<file path="config.mk">
export PLATFORM = sky130hd
export DESIGN_NAME = sis_cell
export DESIGN_NICKNAME = d
export VERILOG_FILES = /design/src/rtl/sis_pkg.sv /design/src/rtl/sis_cell.sv
export SDC_FILE = /design/constraint.sdc
export NUM_CORES = 1
export LEC_CHECK = 0
export BUFFER_PORTS_ARGS = -buffer_cell sky130_fd_sc_hd__buf_4
export CORE_MARGIN = 5
export CORE_UTILIZATION = 25
export CTS_CLUSTER_SIZE = 28
export DETAILED_ROUTE_END_ITERATION = 16
export PLACE_DENSITY_LB_ADDON = 0.3
export SETUP_SLACK_MARGIN = 0.2
export SLEW_MARGIN = 10
export SYNTH_ARGS = -nofsm -noshare
export SYNTH_HDL_FRONTEND = slang
export SYNTH_SLANG_ARGS = --single-unit
</file>
<file path="constraint.sdc">
create_clock -name i_clk -period 7.2 [get_ports i_clk]
set_input_delay 0.36 -clock i_clk [delete_from_list [all_inputs] [get_ports i_clk]]
set_output_delay 0.36 -clock i_clk [all_outputs]
set_load 0.02 [all_outputs]
</file>
<file path="src/rtl/sis_pkg.sv">
// ----------------------------------------------------------------------------
// sis_pkg
// Shared types and constants for the stable insertion sorter.
// ----------------------------------------------------------------------------
`default_nettype none

package sis_pkg;

    // Default number of cells in the sorting chain.
    localparam int SIS_DEPTH = 64;

    // One input item.
    typedef struct packed {
        logic signed [31:0] value;
        logic               is_last;
    } t_in_item;

    // One result item.
    typedef struct packed {
        logic signed [31:0] sorted_value;
        logic               end_of_set;
        logic               overflowed;
    } t_out_item;

    // What a cell shows its neighbors.
    typedef struct packed {
        logic               valid;
        logic               greater;
        logic signed [31:0] value;
    } t_link;

    // Command broadcast to every cell in a cycle.
    typedef struct packed {
        logic               insert;
        logic               shift_out;
        logic signed [31:0] value;
    } t_ctrl;

    // Sorter phases.
    typedef enum logic {
        ST_LOAD,
        ST_EMIT
    } t_state;

endpackage

`default_nettype wire

</file>
<file path="src/rtl/sis_cell.sv">
// ----------------------------------------------------------------------------
// sis_cell
// One cell of the sorting chain: holds one value and its valid bit.
// ----------------------------------------------------------------------------
`default_nettype none

module sis_cell
    import sis_pkg::*;
(
    input  wire         i_clk,
    input  wire         i_rst_n,
    input  t_ctrl       i_ctrl,
    input  t_link       i_left,
    input  t_link       i_right,
    output t_link       o_link
);

    logic               r_valid;
    logic               n_valid;
    logic signed [31:0] r_value;
    logic signed [31:0] n_value;
    logic               w_greater;

    // The stored value sits after the new one when it is strictly greater.
    assign w_greater = r_valid && (r_value > i_ctrl.value);

    // Insertion shifts the greater suffix one place right; emission shifts left.
    always_comb begin
        n_valid = r_valid;
        n_value = r_value;
        priority if (i_ctrl.shift_out) begin
            n_valid = i_right.valid;
            n_value = i_right.value;
        end else if (i_ctrl.insert) begin
            if (i_left.greater) begin
                n_valid = i_left.valid;
                n_value = i_left.value;
            end else if ((w_greater || !r_valid) && i_left.valid) begin
                n_valid = 1'b1;
                n_value = i_ctrl.value;
            end
        end
    end

    // Valid bit is control state and is reset.
    always_ff @(posedge i_clk) begin
        if (!i_rst_n) begin
            r_valid <= 1'b0;
        end else begin
            r_valid <= n_valid;
        end
    end

    // Value register needs no reset.
    always_ff @(posedge i_clk) begin
        r_value <= n_value;
    end

    assign o_link.valid   = r_valid;
    assign o_link.greater = w_greater;
    assign o_link.value   = r_value;

endmodule

`default_nettype wire

</file>
==> metrics.txt, run 1 <==
violation count after the first detailed-route iteration=74; family of cells with the greatest summed delay on the critical path=compound AO/OA/AOI/OAI gates; fraction of final layout cells with drive strength greater than 1=0.365; PnR Total Power=585 uW; total of buffers placed on input and output ports=136; TritonCTS clock tree=built; number of filler instances in the final layout=1030; fraction of synthesized area in multiplexers=0.125; io pins=138; vias in the first global route=2553; post-CTS repair timing setup buffer count=0; effective utilization at floorplan=0.252; final total negative setup slack=0 ns; clk_skew=0.00789 ns; relative area change from synthesis to final layout=47.7%; clock latency on the worst-skew pair=0.28 ns; number of nets in the final layout=542; residual antenna-violating net count after detailed routing=0; depth of the worst register-to-register path=7; Resized cells post-CTS=0; endpoint type of the worst setup path=flip-flop; H-tree depth reported by CTS=2; Mapped Nets=412; placement row count=37; static power due to leakage=0.00188 uW; launching element type of the critical path=flip-flop; cell count after placement=535; Post-Route WL=7240 um; Sink Count=33; clock tree buffer depth=2; maximum achievable frequency=0.328 GHz; type of the worst setup path=flip-flop to flip-flop; critical path endpoint=r_value[8]; GP Congestion=0.806; synthesized-area fraction occupied by xor and xnor cells=0; via density per instance=4.39; total power per unit cell area=155 nW/um2; worst reg2reg startpoint=r_value[31]; Worst Path Max Fanout=32; GR Overflow Total=0; number of distinct library cells after synthesis=28; synthesis-stage register bit count=33; run status=completed; antenna cell count=0; final hold viol count=0; first-pass GRT wire length=12100 um; die area=12400 um2; Vert. Die Dim=111 um; post-route clock period utilization=0.423; hold buffers post-CTS=0; slew of the pin with the lowest slew margin=1.12 ns; global-route usage over all layers=0.119; most common cell after layout, fill and taps aside=sky130_fd_sc_hd__buf_4; CTS Root Buffer Type=sky130_fd_sc_hd__clkbuf_8; average routed wire per standard cell=13.4 um; peak supply drop=60.7 uV; required time at the worst-slack endpoint=7.10 ns; Adder-Cell Fraction of Synth Area=0.157; area of the placeable core=10100 um2; count of mapped cells out of synthesis=276; number of stages on the worst setup path=7; post-route minimum period=3.05 ns; WP data arrival=2.94 ns; final max-slew violation count=0; endpoints failing setup=0; initial antenna violation count=0; endpoint of the most critical register-to-register path=r_value[8]; class of the tightest hold or removal check=primary input to flip-flop; maximum number of pins on one net before global-route repair=68; post-detail-place hpwl=5990 um; list of cells traversed by the critical path=ha_1 > nand4_2 > nor3_2 > nand2_1 > a31oi_2 > o21bai_1 > a31oi_4; Crit-path slowest cell=sky130_fd_sc_hd__a31oi_4; post-CTS clock slew at the launch and capture registers of the worst setup and hold paths=0.06 ns; netlist area before placement=2560 um2; post-synthesis share of cell area spent on and, or, nand and nor gates=0.123; Max-cap violations=0; highest-count cells in the layout ignoring fill and taps=136 x sky130_fd_sc_hd__buf_4, 46 x sky130_fd_sc_hd__nand2_1, 40 x sky130_fd_sc_hd__o21ai_0; number of buffers created by CTS=5; die extent in x=111 um; sequential cell area fraction in the yosys report=0.384; synthesized-area fraction occupied by ao, oa, aoi and oai cells=0.138; setup repair after global routing missed its margin=false; remaining max-slew budget at the tightest pin=0.256; Final Non-Filler Cells=542; main combinational cell family by area after synthesis=adder cells; total number of vias=2382; slowest stage delay, CP=0.92 ns; number of warnings printed during yosys synthesis=0; launch point of the worst path=r_value[31]; detailed-routing iteration count for the pre-antenna-repair pass=4; Syn Area/Cell=9.27 um2; Critical path buffers and inverters=0; reg-to-reg slack, setup=4.15 ns; Remaining DRCs=0
==> flip-flops by register name, summed over array words and instances (netlist names) <==
register / flops
r_value: 32
r_valid: 1
==> worst register-to-register path, cell delays in order (launching register included) <==
cell	delay [ns]
sky130_fd_sc_hd__edfxtp_1	0.41
sky130_fd_sc_hd__ha_1	0.39
sky130_fd_sc_hd__nand4_2	0.17
sky130_fd_sc_hd__nor3_2	0.32
sky130_fd_sc_hd__nand2_1	0.11
sky130_fd_sc_hd__a31oi_2	0.20
sky130_fd_sc_hd__o21bai_1	0.13
sky130_fd_sc_hd__a31oi_4	0.92
==> Yosys cell counts, drive strengths merged <==
| master | instances | area (um2) |
|---|---|---|
| a2111o | 1 | 11.3 |
| a21oi | 14 | 70.1 |
| a221oi | 2 | 23.8 |
| a22oi | 1 | 7.51 |
| a31oi | 3 | 25.0 |
| buf | 6 | 35.0 |
| clkbuf | 7 | 26.3 |
| dfxtp | 1 | 20.0 |
| edfxtp | 32 | 961 |
| ha | 32 | 400 |
| inv | 34 | 128 |
| mux2i | 32 | 320 |
| nand2 | 46 | 173 |
| nand2b | 1 | 8.76 |
| nand3 | 3 | 15.0 |
| nand4 | 8 | 62.6 |
| nor2 | 6 | 22.5 |
| nor2b | 1 | 6.26 |
| nor3 | 3 | 20.0 |
| nor4 | 1 | 6.26 |
| o211ai | 1 | 7.51 |
| o21ai | 40 | 200 |
| o21bai | 1 | 7.51 |
==> stage by stage <==
stage           util  area, um2  worst slack [ns]  hold slack, ns
5_1_grt        0.373       3780              3.89           0.350
6_report       0.373       3780              4.15           0.332
4_1_cts        0.373       3780              4.11           0.326
3_3_place_gp   0.365       3700              4.10           0.612
2_1_floorplan      -       2560              3.48           0.496
3_5_place_dp   0.365       3700              4.05           0.621
==> report_power, final <==
group,switching [uW],internal [uW],leakage (uW)
Sequential,11.2,237,0.000336
Combinational,106,99.9,0.00150
Clock,65.7,65.2,0.0000387
Total,183,402,0.00188
==> routing by layer <==
metal | track usage | part of all wire | up-vias
li1 | - | - | 1235
met4 | 0.0243 | 0.0046 | 0
met3 | 0.0398 | 0.078 | 2
met5 | 0 | 0 | -
met2 | 0.202 | 0.49 | 84
met1 | 0.147 | 0.43 | 1061
==> layout make-up <==
| type | instances | area, um2 | share of cell area |
|---|---|---|---|
| Clock buffer | 6 | 72.6 | 0.0192 |
| Clock inverter | 1 | 3.75 | 0.000993 |
| Inverter | 34 | 128 | 0.0338 |
| Multi-Input combinational cell | 196 | 1400 | 0.371 |
| Sequential cell | 33 | 981 | 0.260 |
| Tap cell | 136 | 170 | 0.0450 |
| Timing Repair Buffer | 136 | 1020 | 0.270 |
==> cells by family after synthesis <==
kind of cell | Yosys count
AO/OA/AOI/OAI | 63
flip-flops | 33
multiplexers | 32
AND/OR/NAND/NOR | 69
buffers and inverters | 47
adder cells (fa/ha/maj) | 32
==> worst min path at each step <==
stage	cells past startpoint	slack [ns]	endpoint	from
6_report	3	0.33	r_valid	i_right[33]
5_1_grt	3	0.35	r_value[12]	i_right[12]
4_1_cts	3	0.33	r_valid	i_rst_n
3_5_place_dp	3	0.62	r_valid	i_right[33]
3_3_place_gp	3	0.61	r_valid	i_right[33]
2_1_floorplan	2	0.50	r_valid	i_rst_n
Note: power is estimated with default switching activity, not from simulation.
==> run 2, diff against run 1 <==
Clock period 7.2 ns to 3.1 ns, I/O delays scaled along.
==> metrics.txt, run 2 (same netlist as run 1, synthesis figures left out) <==
run status=completed; final max-slew violation count=0; terminating pin of the worst hold path=r_valid; Worst Path Max Fanout=16; endpoint type of the worst setup path=flip-flop; average routed wire per standard cell=13.2 um; residual antenna-violating net count after detailed routing=0; clock tree buffer depth=2; Regs by FF count=r_value: 32 flops, r_valid: 1 flops; peak supply drop=172 uV; family of cells with the greatest summed delay on the critical path=simple AND/OR/NAND/NOR gates; HP Start=i_right[33]; total number of vias=2407; maximum number of pins on one net before global-route repair=68; Power Internal=1020 uW; Fin Hold WS=0.130 ns; clock latency on the worst-skew pair=0.28 ns; max FFs per register=32; H-tree depth reported by CTS=2; part of the power in the clock network=0.272; relative area change from synthesis to final layout=49.5%; Remaining DRCs=0; io pins=138; total power per unit cell area=380 nW/um2; post-layout utilization of the core=0.377; area of the placeable core=10100 um2; via density per instance=4.42; die area=12400 um2; WP data arrival=2.41 ns; reported net switching power=431 uW; initial antenna violation count=0; CTS Root Buffer Type=sky130_fd_sc_hd__clkbuf_8; final hold viol count=0; remaining max-slew budget at the tightest pin=0.602; Critical path buffers and inverters=1; combinational cell fraction of total power=0.332; Sink Count=33; GR Overflow Total=0; cell count after placement=537; fraction of final layout cells with drive strength greater than 1=0.369; depth of the worst register-to-register path=8; most common cell after layout, fill and taps aside=sky130_fd_sc_hd__buf_4; global-route usage over all layers=0.113; maximum achievable frequency=0.410 GHz; violation count after the first detailed-route iteration=91; first-pass GRT wire length=11700 um; Sw Ratio=0.297; type of the worst setup path=flip-flop to flip-flop; GP Congestion=0.762; number of stages on the worst hold path=3; placement-stage cell area=3720 um2; largest register by flop count=r_value; final design area excluding fillers=3820 um2; reg-to-reg slack, setup=0.66 ns; vias in the first global route=2444; post-CTS repair timing setup buffer count=0; worst reg2reg startpoint=r_value[31]; slowest stage delay, CP=0.40 ns; list of cells traversed by the critical path=ha_1 > nand4_2 > nor3_2 > nand2_1 > a31oi_2 > o21bai_1 > a31oi_4 > buf_4; final total negative setup slack=0 ns; Vert. Die Dim=111 um; Resized cells post-CTS=0; post-detail-place hpwl=6050 um; highest-count cells in the layout ignoring fill and taps=138 x sky130_fd_sc_hd__buf_4, 46 x sky130_fd_sc_hd__nand2_1, 40 x sky130_fd_sc_hd__o21ai_0; required time at the worst-slack endpoint=3.07 ns; post-route minimum period=2.44 ns; clk_skew=0.00844 ns; Crit-path slowest cell=sky130_fd_sc_hd__edfxtp_1; part of the total power dissipated in sequential elements=0.396; number of nets in the final layout=544; slew of the pin with the lowest slew margin=0.597 ns; TritonCTS clock tree=built; setup repair after global routing missed its margin=false; Post-Route WL=7190 um; static power due to leakage=0.00190 uW; launching element type of the critical path=flip-flop; hold buffers post-CTS=0; placement row count=37; Final Non-Filler Cells=545; antenna cell count=0; detailed-routing iteration count for the pre-antenna-repair pass=4; Max-cap violations=0; post-route clock period utilization=0.787; post-CTS clock slew at the launch and capture registers of the worst setup and hold paths=0.06 ns; number of buffers created by CTS=5; total of buffers placed on input and output ports=136; die extent in x=111 um; endpoint of the most critical register-to-register path=r_value[0]; endpoints failing setup=0; effective utilization at floorplan=0.252; class of the tightest hold or removal check=primary input to flip-flop
==> run 2: changes by cell type in the layout (fill, tap and decap cells not counted), sizes merged <==
cell	change
bufinv	+1
buf	+2
==> run 2: final cells by class <==
cell class	count	area [um2]
Tap cell	136	170
Multi-Input combinational cell	196	1400
Fill cell	1042	6310
Timing Repair Buffer	138	1040
Sequential cell	33	981
Clock buffer	6	72.6
Inverter	34	128
Clock inverter	2	33.8
==> run 2: worst register-to-register path, cell delays in order, from the launching register on <==
cell and delay [ns]:
sky130_fd_sc_hd__edfxtp_1 0.40, sky130_fd_sc_hd__ha_1 0.39, sky130_fd_sc_hd__nand4_2 0.17, sky130_fd_sc_hd__nor3_2 0.26, sky130_fd_sc_hd__nand2_1 0.11, sky130_fd_sc_hd__a31oi_2 0.21
sky130_fd_sc_hd__o21bai_1 0.13, sky130_fd_sc_hd__a31oi_4 0.20, sky130_fd_sc_hd__buf_4 0.27
==> run 2: worst max-delay path by stage <==
| stage | slack [ns] | cells past startpoint | from | to |
|---|---|---|---|---|
| 6_report | 0.66 | 8 | r_value[31] | r_value[0] |
| 5_1_grt | 0.49 | 8 | r_value[17] | r_value[29] |
| 4_1_cts | 0.62 | 8 | r_value[31] | r_value[30] |
| 3_5_place_dp | 0.63 | 8 | r_value[31] | r_value[12] |
| 3_3_place_gp | 0.66 | 8 | r_value[31] | r_value[14] |
| 2_1_floorplan | 0.41 | 7 | r_value[30] | r_value[0] |
==> run 2: per-layer routing <==
| layer | up-vias | GRT usage | wire length (um) |
|---|---|---|---|
| met5 | - | 0 | 0 |
| met3 | 4 | 0.0393 | 554 |
| met2 | 85 | 0.196 | 3500 |
| met4 | 0 | 0.0195 | 40 |
| met1 | 1073 | 0.138 | 3090 |
| li1 | 1245 | - | - |
==> run 2: metrics by stage <==
step                      worst slack (ns)  power [uW]
after global placement               0.659        1070
after CTS                            0.617        1480
after floorplan                      0.409         841
after global routing                 0.494        1550
final                                0.660        1450
after detailed placement             0.634        1080
==> run 2: power groups by stage <==
stage,registers (uW),logic [uW],clock network (uW)
floorplan,638,203,0
global placement,582,484,0
detailed placement,585,492,0
CTS,576,494,411
global route,580,539,429
finish,575,482,395
==> run 3, diff against run 2 <==
Settings changed: ABC_AREA from default to 1.
Clock period 3.1 ns to 2 ns, I/O delays scaled along.
==> metrics.txt, run 3 <==
slew of the pin with the lowest slew margin=0.506 ns; residual antenna-violating net count after detailed routing=0; final max-slew violation count=0; WP data arrival=2.33 ns; highest routing layer actually used=met4; final hold viol count=0; terminating pin of the worst hold path=r_valid; post-CTS clock slew at the launch and capture registers of the worst setup and hold paths=0.07 ns; Mapped Nets=444; detailed-routing iteration count for the pre-antenna-repair pass=4; launching element type of the critical path=flip-flop; Remaining DRCs=0; violated checks=setup timing; max FFs per register=32; type of the worst setup path=flip-flop to flip-flop; Post-synth EDFFs=32; Post-synth top cells=66 x sky130_fd_sc_hd__nand2_1, 42 x sky130_fd_sc_hd__inv_1, 32 x sky130_fd_sc_hd__edfxtp_1, 32 x sky130_fd_sc_hd__ha_1, 31 x sky130_fd_sc_hd__o21a_1; count of mapped cells out of synthesis=308; flip-flop cell with the highest count after synthesis=sky130_fd_sc_hd__edfxtp_1; first-pass GRT wire length=13500 um; maximum achievable frequency=0.431 GHz; total number of vias=2756; netlist area before placement=2640 um2; post-detail-place hpwl=6940 um; violation count after the first detailed-route iteration=108; reg-to-reg slack, setup=-0.32 ns; class of the tightest hold or removal check=primary input to flip-flop; io pins=138; number of stages on the worst hold path=3; peak supply drop=249 uV; clk_skew=0.00547 ns; Regs by FF count=r_value: 32 flops, r_valid: 1 flops; Post-Place Worst Slack=-0.333 ns; static power due to leakage=0.00224 uW; clock latency on the worst-skew pair=0.28 ns; maximum number of pins on one net before global-route repair=44; Post-Route WL=8530 um; endpoints failing setup=34; largest register by flop count=r_value; Syn Area/Cell=8.58 um2; number of nets in the final layout=636; synthesis-stage register bit count=33; most frequently used cell type in the post-synthesis netlist=sky130_fd_sc_hd__nand2_1; global-route usage over all layers=0.131; Max-cap violations=0; post-route minimum period=2.32 ns; Worst Path Max Fanout=8; cells taking the most area after synthesis=sky130_fd_sc_hd__edfxtp_1 36%, sky130_fd_sc_hd__ha_1 15%, sky130_fd_sc_hd__nand2_1 9.4%; number of distinct library cells after synthesis=25; sequential cell area fraction in the yosys report=0.371; endpoint type of the worst setup path=flip-flop; cell count after placement=617; GR Overflow Total=0; most common cell after layout, fill and taps aside=sky130_fd_sc_hd__buf_4; via density per instance=4.33; GP Congestion=0.778; depth of the worst register-to-register path=11; endpoint of the most critical register-to-register path=r_value[6]; relative area change from synthesis to final layout=71.9%; met3 wirelength from detailed routing=689 um; met2 wire length=4060 um; Synth async-reset ratio=0; effective utilization at floorplan=0.256; total of buffers placed on input and output ports=136; placement row count=37; number of filler instances in the final layout=1051; TritonCTS clock tree=built; remaining max-slew budget at the tightest pin=0.662; worst reg2reg startpoint=r_value[18]; vias in the first global route=2770; average routed wire per standard cell=13.4 um; hold buffers post-CTS=0; M1 WL=3730 um; required time at the worst-slack endpoint=2.00 ns; HP Start=i_rst_n; initial antenna violation count=0; run status=finished with violations; area leader, netlist=sky130_fd_sc_hd__edfxtp_1; footprint of the multi-input gates=1500 um2; CTS Root Buffer Type=sky130_fd_sc_hd__clkbuf_8; H-tree depth reported by CTS=2; highest-count cells in the layout ignoring fill and taps=195 x sky130_fd_sc_hd__buf_4, 63 x sky130_fd_sc_hd__nand2_1, 42 x sky130_fd_sc_hd__inv_1; final worst setup slack=-0.323 ns; Vert. Die Dim=113 um; area of the placeable core=10300 um2; die extent in x=113 um; total power per unit cell area=585 nW/um2; clock tree buffer depth=2; Final Non-Filler Cells=637; die area=12700 um2; antenna cell count=0; post-route clock period utilization=1.16; top cell type's share of synthesized area=0.364; number of buffers created by CTS=5; Sink Count=33; FF+latch area=981 um2; number of warnings printed during yosys synthesis=0; fraction of final layout cells with drive strength greater than 1=0.465; final total negative setup slack=-10.40 ns; setup repair after global routing missed its margin=true
==> run 3: cell count changes after synthesis, sizes merged, moves of 6 or more <==
cell,previous run,this run
o21ai,40,3
mux2i,32,0
o21a,0,31
o211ai,1,29
nand2,46,71
nor2,6,17
a21oi,14,22
inv,34,42
clkbuf,7,13
nand4,8,2
==> run 3: cells by family after synthesis <==
| kind of cell | Yosys count | synth area share |
|---|---|---|
| flip-flops | 33 | 0.371 |
| AO/OA/AOI/OAI | 88 | 0.226 |
| AND/OR/NAND/NOR | 96 | 0.157 |
| adder cells (fa/ha/maj) | 32 | 0.152 |
| buffers and inverters | 59 | 0.0933 |
==> run 3: layout make-up <==
class	count	share of cell area
clock inverter	3	0.0143
tap	136	0.0375
clock buffer	5	0.0152
inverter	43	0.0355
timing repair buffer	201	0.350
sequential	33	0.216
multi-input combinational	216	0.331
==> run 3: what timing repair did <==
item,in CTS,in global routing
gates cloned,2,0
setup buffers,6,4
endpoints found under the setup margin,34,34
gates resized for setup,9,6
pin swaps,2,2
==> run 3: worst max path at each step <==
stage | startpoint | end | slack, ns | depth (start not counted)
2_1_floorplan | r_value[31] | r_value[0] | -0.59 | 11
3_3_place_gp | r_value[15] | r_value[12] | -0.33 | 13
3_5_place_dp | r_value[15] | r_value[8] | -0.33 | 13
4_1_cts | r_value[18] | r_value[6] | -0.32 | 11
5_1_grt | r_value[9] | r_value[22] | -0.51 | 16
6_report | r_value[18] | r_value[6] | -0.32 | 11
==> run 3: stage by stage <==
step	hold slack [ns]	area, um2	total power (uW)	util
finish	0.0398	4540	2660	0.440
global route	0.0368	4540	2830	0.440
CTS	0.0324	4480	2670	0.434
floorplan	0.221	2680	1350	-
global placement	0.321	4220	1840	0.409
detailed placement	0.345	4220	1850	0.409
==> run 3: per-layer routing <==
| metal | up-vias | track usage |
|---|---|---|
| met5 | - | 0 |
| met4 | 0 | 0.0248 |
| met3 | 4 | 0.0396 |
| met2 | 95 | 0.221 |
| met1 | 1217 | 0.168 |
| li1 | 1440 | - |
==> run 3: report_power, final <==
group / internal (uW) / switching, uW
combinational: 546 / 460
clock: 495 / 262
sequential: 848 / 44.4
==> run 3: worst max-delay path: stages (launching register included) <==
cell and delay [ns]:
sky130_fd_sc_hd__edfxtp_1 0.45, sky130_fd_sc_hd__ha_4 0.30, sky130_fd_sc_hd__nand4_1 0.17, sky130_fd_sc_hd__nor4_4 0.26, sky130_fd_sc_hd__nand2_1 0.10, sky130_fd_sc_hd__nand3_1 0.09, sky130_fd_sc_hd__nand3_2 0.09, sky130_fd_sc_hd__nand2_2 0.06
sky130_fd_sc_hd__nand2_2 0.07, sky130_fd_sc_hd__a21boi_4 0.18, sky130_fd_sc_hd__buf_6 0.15, sky130_fd_sc_hd__buf_12 0.13
